==> src/rtl/core/vls_pkg.sv <==
// ----------------------------------------------------------------------------
// vls_pkg
// shared types and constants for the voxel line-of-sight block
// ----------------------------------------------------------------------------
package vls_pkg;

   // view range register
   localparam int unsigned DIST_W = 14;
   localparam logic [DIST_W-1:0] DIST_RESET = 14'd4096;

   // request type codes
   localparam logic REQ_WRITE = 1'b0;
   localparam logic REQ_QUERY = 1'b1;

   // query answer from the tracer
   typedef struct packed {
      logic valid;
      logic visible;
   } vls_rsp_type;

endpackage

==> src/rtl/core/vls_tracer.sv <==
// ----------------------------------------------------------------------------
// vls_tracer
// query setup on a shared multiplier, then cell by cell dda walk
// ----------------------------------------------------------------------------
module vls_tracer #(
   parameter int unsigned G = 5,
   parameter int unsigned F = 8
) (
   input  logic                         clock,
   input  logic                         reset,
   input  logic                         go,
   input  logic [2:0][G+F-1:0]          pt_s,
   input  logic [2:0][G+F-1:0]          pt_e,
   input  logic [vls_pkg::DIST_W-1:0]   max_dist,
   output logic                         rd_en,
   output logic [2*G-1:0]               rd_row,
   input  logic [(1<<G)-1:0]            rd_data,
   output vls_pkg::vls_rsp_type         rsp
);

   localparam int unsigned CB  = G + F;
   localparam int unsigned NW  = CB + 1;
   localparam int unsigned MW  = (NW > vls_pkg::DIST_W) ? NW : vls_pkg::DIST_W;
   localparam int unsigned PW  = 2 * MW;
   localparam int unsigned CW  = PW + 1;
   localparam int unsigned SW  = PW + 2;
   localparam int unsigned CLW = G + 2;
   localparam logic [NW-1:0] ONE = NW'(1) << F;

   localparam logic [2:0] ST_IDLE  = 3'd0;
   localparam logic [2:0] ST_MUL   = 3'd1;
   localparam logic [2:0] ST_CMP   = 3'd2;
   localparam logic [2:0] ST_CHECK = 3'd3;
   localparam logic [2:0] ST_TEST  = 3'd4;

   // product sequence
   localparam logic [3:0] P_SQX  = 4'd0;
   localparam logic [3:0] P_SQY  = 4'd1;
   localparam logic [3:0] P_SQZ  = 4'd2;
   localparam logic [3:0] P_MAX  = 4'd3;
   localparam logic [3:0] P_N0M1 = 4'd4;
   localparam logic [3:0] P_N1M0 = 4'd5;
   localparam logic [3:0] P_N0M2 = 4'd6;
   localparam logic [3:0] P_N2M0 = 4'd7;
   localparam logic [3:0] P_N1M2 = 4'd8;
   localparam logic [3:0] P_N2M1 = 4'd9;
   localparam logic [3:0] P_DONE = 4'd10;

   logic [2:0] state_ff, state_in;
   logic [3:0] cnt_ff, cnt_in;
   logic [3:0] tag_ff;
   logic       pv_ff;

   logic [2:0][CB-1:0]  mag_ff, mag_in;
   logic [2:0][NW-1:0]  num_ff, num_in;
   logic [2:0]          pos_ff, pos_in;
   logic [2:0]          nz_ff, nz_in;
   logic [2:0][G-1:0]   scell_ff, scell_in;
   logic [2:0][G-1:0]   fin_ff, fin_in;
   logic [2:0][CLW-1:0] cell_ff, cell_in;

   logic [SW-1:0]        d2_ff, d2_in;
   logic [PW-1:0]        msq_ff, msq_in;
   logic signed [CW-1:0] c01_ff, c01_in;
   logic signed [CW-1:0] c02_ff, c02_in;
   logic signed [CW-1:0] c12_ff, c12_in;

   logic [MW-1:0] mul_a, mul_b;
   logic [PW-1:0] prod_ff;
   logic signed [CW-1:0] prod_s;

   vls_pkg::vls_rsp_type rsp_ff, rsp_in;

   logic [2:0][CW-1:0] shm;
   logic               at_end, at_start, in_grid, blocked;
   logic               b01, b02, b12;
   logic [1:0]         ax;
   logic [NW-1:0]      n_sel;
   logic [CB-1:0]      m_sel;

   assign prod_s = $signed({1'b0, prod_ff});

   // operands for the shared multiplier
   always_comb begin
      mul_a = '0;
      mul_b = '0;
      case (cnt_ff)
         P_SQX:  begin mul_a = MW'(mag_ff[0]); mul_b = MW'(mag_ff[0]); end
         P_SQY:  begin mul_a = MW'(mag_ff[1]); mul_b = MW'(mag_ff[1]); end
         P_SQZ:  begin mul_a = MW'(mag_ff[2]); mul_b = MW'(mag_ff[2]); end
         P_MAX:  begin mul_a = MW'(max_dist);  mul_b = MW'(max_dist);  end
         P_N0M1: begin mul_a = MW'(num_ff[0]); mul_b = MW'(mag_ff[1]); end
         P_N1M0: begin mul_a = MW'(num_ff[1]); mul_b = MW'(mag_ff[0]); end
         P_N0M2: begin mul_a = MW'(num_ff[0]); mul_b = MW'(mag_ff[2]); end
         P_N2M0: begin mul_a = MW'(num_ff[2]); mul_b = MW'(mag_ff[0]); end
         P_N1M2: begin mul_a = MW'(num_ff[1]); mul_b = MW'(mag_ff[2]); end
         P_N2M1: begin mul_a = MW'(num_ff[2]); mul_b = MW'(mag_ff[1]); end
         default: begin mul_a = '0; mul_b = '0; end
      endcase
   end

   // walk helpers
   always_comb begin
      at_end   = 1'b1;
      at_start = 1'b1;
      in_grid  = 1'b1;
      for (int i = 0; i < 3; i++) begin
         if (cell_ff[i] != {2'b00, fin_ff[i]})   at_end   = 1'b0;
         if (cell_ff[i] != {2'b00, scell_ff[i]}) at_start = 1'b0;
         if (cell_ff[i][CLW-1:CLW-2] != 2'b00)   in_grid  = 1'b0;
         shm[i] = {{(CW-CB-F){1'b0}}, mag_ff[i], {F{1'b0}}};
      end
      blocked = in_grid && !at_start && rd_data[cell_ff[0][G-1:0]];
      // strict earlier crossing, zero delta never crosses
      b01 = nz_ff[0] && (!nz_ff[1] || (c01_ff < 0));
      b02 = nz_ff[0] && (!nz_ff[2] || (c02_ff < 0));
      b12 = nz_ff[1] && (!nz_ff[2] || (c12_ff < 0));
      if (b01 && b02)  ax = 2'd0;
      else if (b12)    ax = 2'd1;
      else             ax = 2'd2;
      n_sel = num_ff[ax];
      m_sel = mag_ff[ax];
   end

   assign rd_row = {cell_ff[2][G-1:0], cell_ff[1][G-1:0]};

   always_comb begin
      state_in = state_ff;
      cnt_in   = cnt_ff;
      mag_in   = mag_ff;
      num_in   = num_ff;
      pos_in   = pos_ff;
      nz_in    = nz_ff;
      scell_in = scell_ff;
      fin_in   = fin_ff;
      cell_in  = cell_ff;
      d2_in    = d2_ff;
      msq_in   = msq_ff;
      c01_in   = c01_ff;
      c02_in   = c02_ff;
      c12_in   = c12_ff;
      rsp_in   = '0;
      rd_en    = 1'b0;
      case (state_ff)
         ST_IDLE: begin
            if (go) begin
               for (int i = 0; i < 3; i++) begin
                  mag_in[i]   = (pt_e[i] >= pt_s[i]) ? (pt_e[i] - pt_s[i])
                                                     : (pt_s[i] - pt_e[i]);
                  pos_in[i]   = pt_e[i] > pt_s[i];
                  nz_in[i]    = pt_e[i] != pt_s[i];
                  scell_in[i] = pt_s[i][CB-1:F];
                  fin_in[i]   = pt_e[i][CB-1:F];
                  cell_in[i]  = {2'b00, pt_s[i][CB-1:F]};
                  num_in[i]   = (pt_e[i] > pt_s[i]) ? (ONE - NW'(pt_s[i][F-1:0]))
                                                    : NW'(pt_s[i][F-1:0]);
               end
               cnt_in   = P_SQX;
               d2_in    = '0;
               state_in = ST_MUL;
            end
         end
         ST_MUL: begin
            cnt_in = cnt_ff + 4'd1;
            if (pv_ff) begin
               case (tag_ff)
                  P_SQX, P_SQY, P_SQZ: d2_in = d2_ff + SW'(prod_ff);
                  P_MAX:  msq_in = prod_ff;
                  P_N0M1: c01_in = prod_s;
                  P_N1M0: c01_in = c01_ff - prod_s;
                  P_N0M2: c02_in = prod_s;
                  P_N2M0: c02_in = c02_ff - prod_s;
                  P_N1M2: c12_in = prod_s;
                  P_N2M1: c12_in = c12_ff - prod_s;
                  default: d2_in = d2_ff;
               endcase
            end
            if (cnt_ff == P_DONE) begin
               state_in = ST_CMP;
            end
         end
         ST_CMP: begin
            if (d2_ff == '0) begin
               rsp_in   = '{valid: 1'b1, visible: 1'b1};
               state_in = ST_IDLE;
            end else if (d2_ff > SW'(msq_ff)) begin
               rsp_in   = '{valid: 1'b1, visible: 1'b0};
               state_in = ST_IDLE;
            end else begin
               state_in = ST_CHECK;
            end
         end
         ST_CHECK: begin
            if (at_end) begin
               rsp_in   = '{valid: 1'b1, visible: 1'b1};
               state_in = ST_IDLE;
            end else begin
               rd_en    = 1'b1;
               state_in = ST_TEST;
            end
         end
         ST_TEST: begin
            if (blocked) begin
               rsp_in   = '{valid: 1'b1, visible: 1'b0};
               state_in = ST_IDLE;
            end else begin
               num_in[ax] = n_sel + ONE;
               if (pos_ff[ax]) begin
                  cell_in[ax] = cell_ff[ax] + CLW'(1);
               end else if (nz_ff[ax]) begin
                  cell_in[ax] = cell_ff[ax] - CLW'(1);
               end
               // keep cross products exact as the chosen numerator grows
               case (ax)
                  2'd0: begin
                     c01_in = c01_ff + $signed(shm[1]);
                     c02_in = c02_ff + $signed(shm[2]);
                  end
                  2'd1: begin
                     c01_in = c01_ff - $signed(shm[0]);
                     c12_in = c12_ff + $signed(shm[2]);
                  end
                  default: begin
                     c02_in = c02_ff - $signed(shm[0]);
                     c12_in = c12_ff - $signed(shm[1]);
                  end
               endcase
               if (n_sel > {1'b0, m_sel}) begin
                  rsp_in   = '{valid: 1'b1, visible: 1'b1};
                  state_in = ST_IDLE;
               end else begin
                  state_in = ST_CHECK;
               end
            end
         end
         default: state_in = ST_IDLE;
      endcase
   end

   always_ff @(posedge clock) begin
      if (reset) begin
         state_ff <= ST_IDLE;
         rsp_ff   <= '0;
         pv_ff    <= 1'b0;
      end else begin
         state_ff <= state_in;
         rsp_ff   <= rsp_in;
         pv_ff    <= (state_ff == ST_MUL);
      end
   end

   always_ff @(posedge clock) begin
      cnt_ff   <= cnt_in;
      tag_ff   <= cnt_ff;
      prod_ff  <= mul_a * mul_b;
      mag_ff   <= mag_in;
      num_ff   <= num_in;
      pos_ff   <= pos_in;
      nz_ff    <= nz_in;
      scell_ff <= scell_in;
      fin_ff   <= fin_in;
      cell_ff  <= cell_in;
      d2_ff    <= d2_in;
      msq_ff   <= msq_in;
      c01_ff   <= c01_in;
      c02_ff   <= c02_in;
      c12_ff   <= c12_in;
   end

   assign rsp = rsp_ff;

endmodule

==> config.mk <==
export PLATFORM = sky130hd
export DESIGN_NAME = vls_tracer
export DESIGN_NICKNAME = d
export VERILOG_FILES = /design/src/rtl/core/vls_pkg.sv /design/src/rtl/core/vls_tracer.sv
export SDC_FILE = /design/constraint.sdc
export NUM_CORES = 2
export LEC_CHECK = 0
export ABC_CLOCK_PERIOD_IN_PS = 9500
export BUFFER_PORTS_ARGS = -buffer_cell sky130_fd_sc_hd__buf_4
export CAP_MARGIN = 0
export CORE_ASPECT_RATIO = 2
export CORE_UTILIZATION = 25
export CTS_CLUSTER_DIAMETER = 40
export DETAILED_ROUTE_END_ITERATION = 16
export HOLD_SLACK_MARGIN = 0.03
export PLACE_DENSITY_LB_ADDON = 0.05
export SYNTH_ARGS = -nofsm -noshare
export SYNTH_HDL_FRONTEND = slang
export SYNTH_SLANG_ARGS = --single-unit
==> constraint.sdc <==
create_clock -name clock -period 9.5 [get_ports clock]
set_input_delay 1.9 -clock clock [delete_from_list [all_inputs] [get_ports clock]]
set_output_delay 1.9 -clock clock [all_outputs]
set_load 0.02 [all_outputs]
==> results by group <==
Pwr
  • Internal: around 7100 uW
  • Power density cells: approximately 340 nW/um^2
  • Sequential share of power: between 10% and 20%
  • Clock power frac: between 10% and 20%
  • IR drop worst, VDD: 330 uV
  • Leak: approximately 0.018 uW
  • Part of the power in combinational logic: 64.6%
  • Psw: about 6900 uW
  • Switching Fraction: between 40% and 50%

Synthesis
  • Ys flop type: edfxtp_1
  • Synth area leader: edfxtp_1
  • Syn_area_per_cell: 8.70 um^2
  • FF+latch count, synth: approximately 330
  • Synth cell types: 96
  • Post-synth EDFFs: about 290
  • Syn Nets: approximately 4,700
  • Cells after Synth: about 4,000
  • Netlist Area Pre-Place: between 30,000 and 40,000 um^2
  • Yosys warns: 0
  • Top cells by area, synth: edfxtp_1, ha_1, fa_1
  • Top-area cell type share of the netlist area: about a quarter
  • Post-synth ARST share: 0%
  • Sequential fraction of the synthesis area: between 20% and 30%

Floorplanning
  • Initial Utilization: 25.2%
  • Die Span X: between 200 and 300 um
  • Core Footprint: roughly 140,000 um^2
  • DIE AREA: roughly 140,000 um^2
  • Row cnt: approximately 190
  • Die Y-Extent: 532 um
  • I/O pins: 140

Clocking
  • Post-CTS sizing: 0
  • CTS root buf: clkbuf_16
  • CTS tree: built
  • CTS Buf Count: between 70 and 80
  • Cts hold-fix bufs: 0
  • Post-CTS Setup Bufs: 0
  • Clock Pin Slew Worst Setup and Hold Paths: ~0.06 ns
  • Clk Latency, worst-skew pair: 0.68 ns
  • Sink Count: around 330
  • Max Root-Sink Buffers: 3
  • H-tree levels: 3

Setup path
  • Crit end category: register
  • Worst Path Required: between 10 and 15 ns
  • Slowest-stage cell, CP: o21ai_1
  • Crit path max fanout: 9
  • Crit path launch type: register
  • Critical Path Max Stage Delay: slightly below 0.8 ns
  • Critical path class: reg -> reg
  • Worst path arrival time: about 8.7 ns
  • Critical path's most frequent cell: fa_1

GRT
  • M2 GR Usage: between 40% and 50%
  • Largest net degree at the start of global routing: between 90 and 100
  • GRT busiest layer: met2
  • Antenna violations before repair: 1
  • First-pass GRT wire length: between 200 and 250 mm
  • Met3 usage: 2.27%
  • Total GRT Usage: a little under a quarter
  • Remaining Overflow, GRT: 0
  • Grt met1 use: 19.9%
  • Vias in the first global route: between 30,000 and 40,000

Timing
  • Fin. max-slew vios: 0
  • Fin worst setup slack: around 1.4 ns
  • RSZ-0062 raised after global routing: false
  • Max Clk Rate: 0.123 GHz
  • # setup viols final: 0
  • Min cycle time layout: between 8 and 9 ns
  • Worst-Margin Slew: ~1.2 ns
  • Setup_tns: 0 ns
  • Hold WS: around 0.47 ns
  • Final Hold Viols: 0
  • Final Skew: a little under 0.04 ns
  • Period utilisation layout: 85.6%
  • Slew headroom: ~17%

Final layout
  • Share of layout cells above drive strength 1: between 10 and 15%
  • NumNets Final: just under 5,000
  • Layout overhead on the synthesized area: 17.0%
  • Filler cell count in the final layout: ~15,000
  • Final core utilization: roughly 30%

Drt
  • DR iter-0 viols: ~1,500
  • Detailed Route WL: between 150 and 200 mm
  • Via density: between 5 and 6
  • Wire per inst: about 27 um
  • Post-route DRC: 0
  • Antenna viol nets, final: 0
  • Vias: between 30,000 and 40,000
  • TritonRoute pass-1 iters: 5

Job
  • Max Cap Viol: 0

Run status
  • Status: finished, final reports clean

Hold path
  • HP Class: reg -> reg

Placed design
  • DP HPWL: between 100 and 150 mm
  • IO buf count: 139
  • GP Congestion: about 0.91
  • Worst slack, placed: a little over 1 ns
[flip-flops by register name, summed over array words and instances, names as in the netlist, 4 cells and up]
register	flops
c01_ff	29
cnt_ff	4
num_ff	42
cell_ff	11
c02_ff	29
scell_ff	15
msq_ff	28
mag_ff	39
c12_ff	29
fin_ff	15
prod_ff	28
tag_ff	4
d2_ff	30
rd_row	10
[worst paths after layout]
path                            slack (ns)                     from             endpoint  cells past startpoint
worst max-delay path                  1.36  cnt_ff[1]$_SDFFCE_PN0P_  prod_ff[27]$_DFF_P_                     27
worst min-delay path                  0.47  cnt_ff[1]$_SDFFCE_PN0P_    tag_ff[1]$_DFF_P_                      0
worst max register to register        1.36  cnt_ff[1]$_SDFFCE_PN0P_  prod_ff[27]$_DFF_P_                     27
worst min register to register        0.47  cnt_ff[1]$_SDFFCE_PN0P_    tag_ff[1]$_DFF_P_                      0
[through the flow]
stage	cells	cell area [um^2]	total power, uW
2_1_floorplan	4033	35100	8360
3_3_place_gp	5954	38500	11600
3_5_place_dp	5954	38500	11500
4_1_cts	6086	41000	14300
5_1_grt	6087	41000	15300
6_report	6088	41100	14000
[critical path: cells and delay by family (launching register included)]
family | cells | cell delay (ns)
fa+ha+maj | 8 | 3.49
compound gates | 10 | 2.98
buf+inv | 6 | 0.66
flops | 1 | 0.46
simple gates | 2 | 0.27
xor+xnor | 1 | 0.12
[power by group through the flow]
stage	logic (uW)	clock network, uW	registers (uW)
5_1_grt	10200	2800	2270
4_1_cts	9250	2770	2270
3_3_place_gp	9290	0	2300
2_1_floorplan	6310	0	2050
6_report	9050	2700	2260
3_5_place_dp	9190	0	2290
[metal layers]
| metal | routed length (um) | share of wire, % |
|---|---|---|
| met1 | 51300 | 31 |
| met2 | 98600 | 59 |
| met3 | 4170 | 2.5 |
| met4 | 12500 | 7.5 |
| met5 | 0 | 0 |
[cell usage after synthesis, types with 118 or more instances]
cell	n
xnor2_1	171
inv_1	381
o21ai_0	190
a21oi_1	328
edfxtp_1	287
nand2_1	446
clkbuf_1	127
a21o_1	132
nor2_1	343
ha_1	392
fa_1	154
xor2_1	118
[final cells by class]
cell class                      instances  area, um^2  share of cell area [%]
Sequential cell                       325        9380                    22.8
Multi-Input combinational cell       3160       23700                    57.7
Clock inverter                         54         619                    1.51
Inverter                              382        1430                    3.49
Timing Repair Buffer                  225        1700                    4.15
Clock buffer                           78        1910                    4.65
Antenna cell                            2        5.00                  0.0122
Tap cell                             1862        2330                    5.68
[kinds of logic after synthesis]
logic type                 synth area share [%]
adders and majority gates                  22.8
DFF                                        26.7
AOI/OAI and AO/OA                          20.4
buffers and inverters                      6.06
and+or+nand+nor                            15.2
muxes                                      1.62
xor gates and xnor gates                   7.22
[layout by cell type (no fill, tap or decap), types with 29 or more instances in the layout]
master / count
buf_4: 224
xor2_1: 118
a211oi_1: 54
o21a_1: 38
a21o_1: 132
nand4_1: 36
inv_1: 381
a21oi_1: 327
nand2b_1: 32
nand3_1: 72
xnor2_1: 171
edfxtp_1: 287
o21bai_1: 31
nor3_1: 66
a31oi_1: 53
o211ai_1: 29
a22oi_1: 32
ha_1: 392
nand2_1: 445
nor2b_1: 52
o21ai_0: 190
clkbuf_16: 75
mux2i_1: 31
nor2_1: 341
dfxtp_1: 38
fa_1: 154
Power figures use the tool's default switching activity.
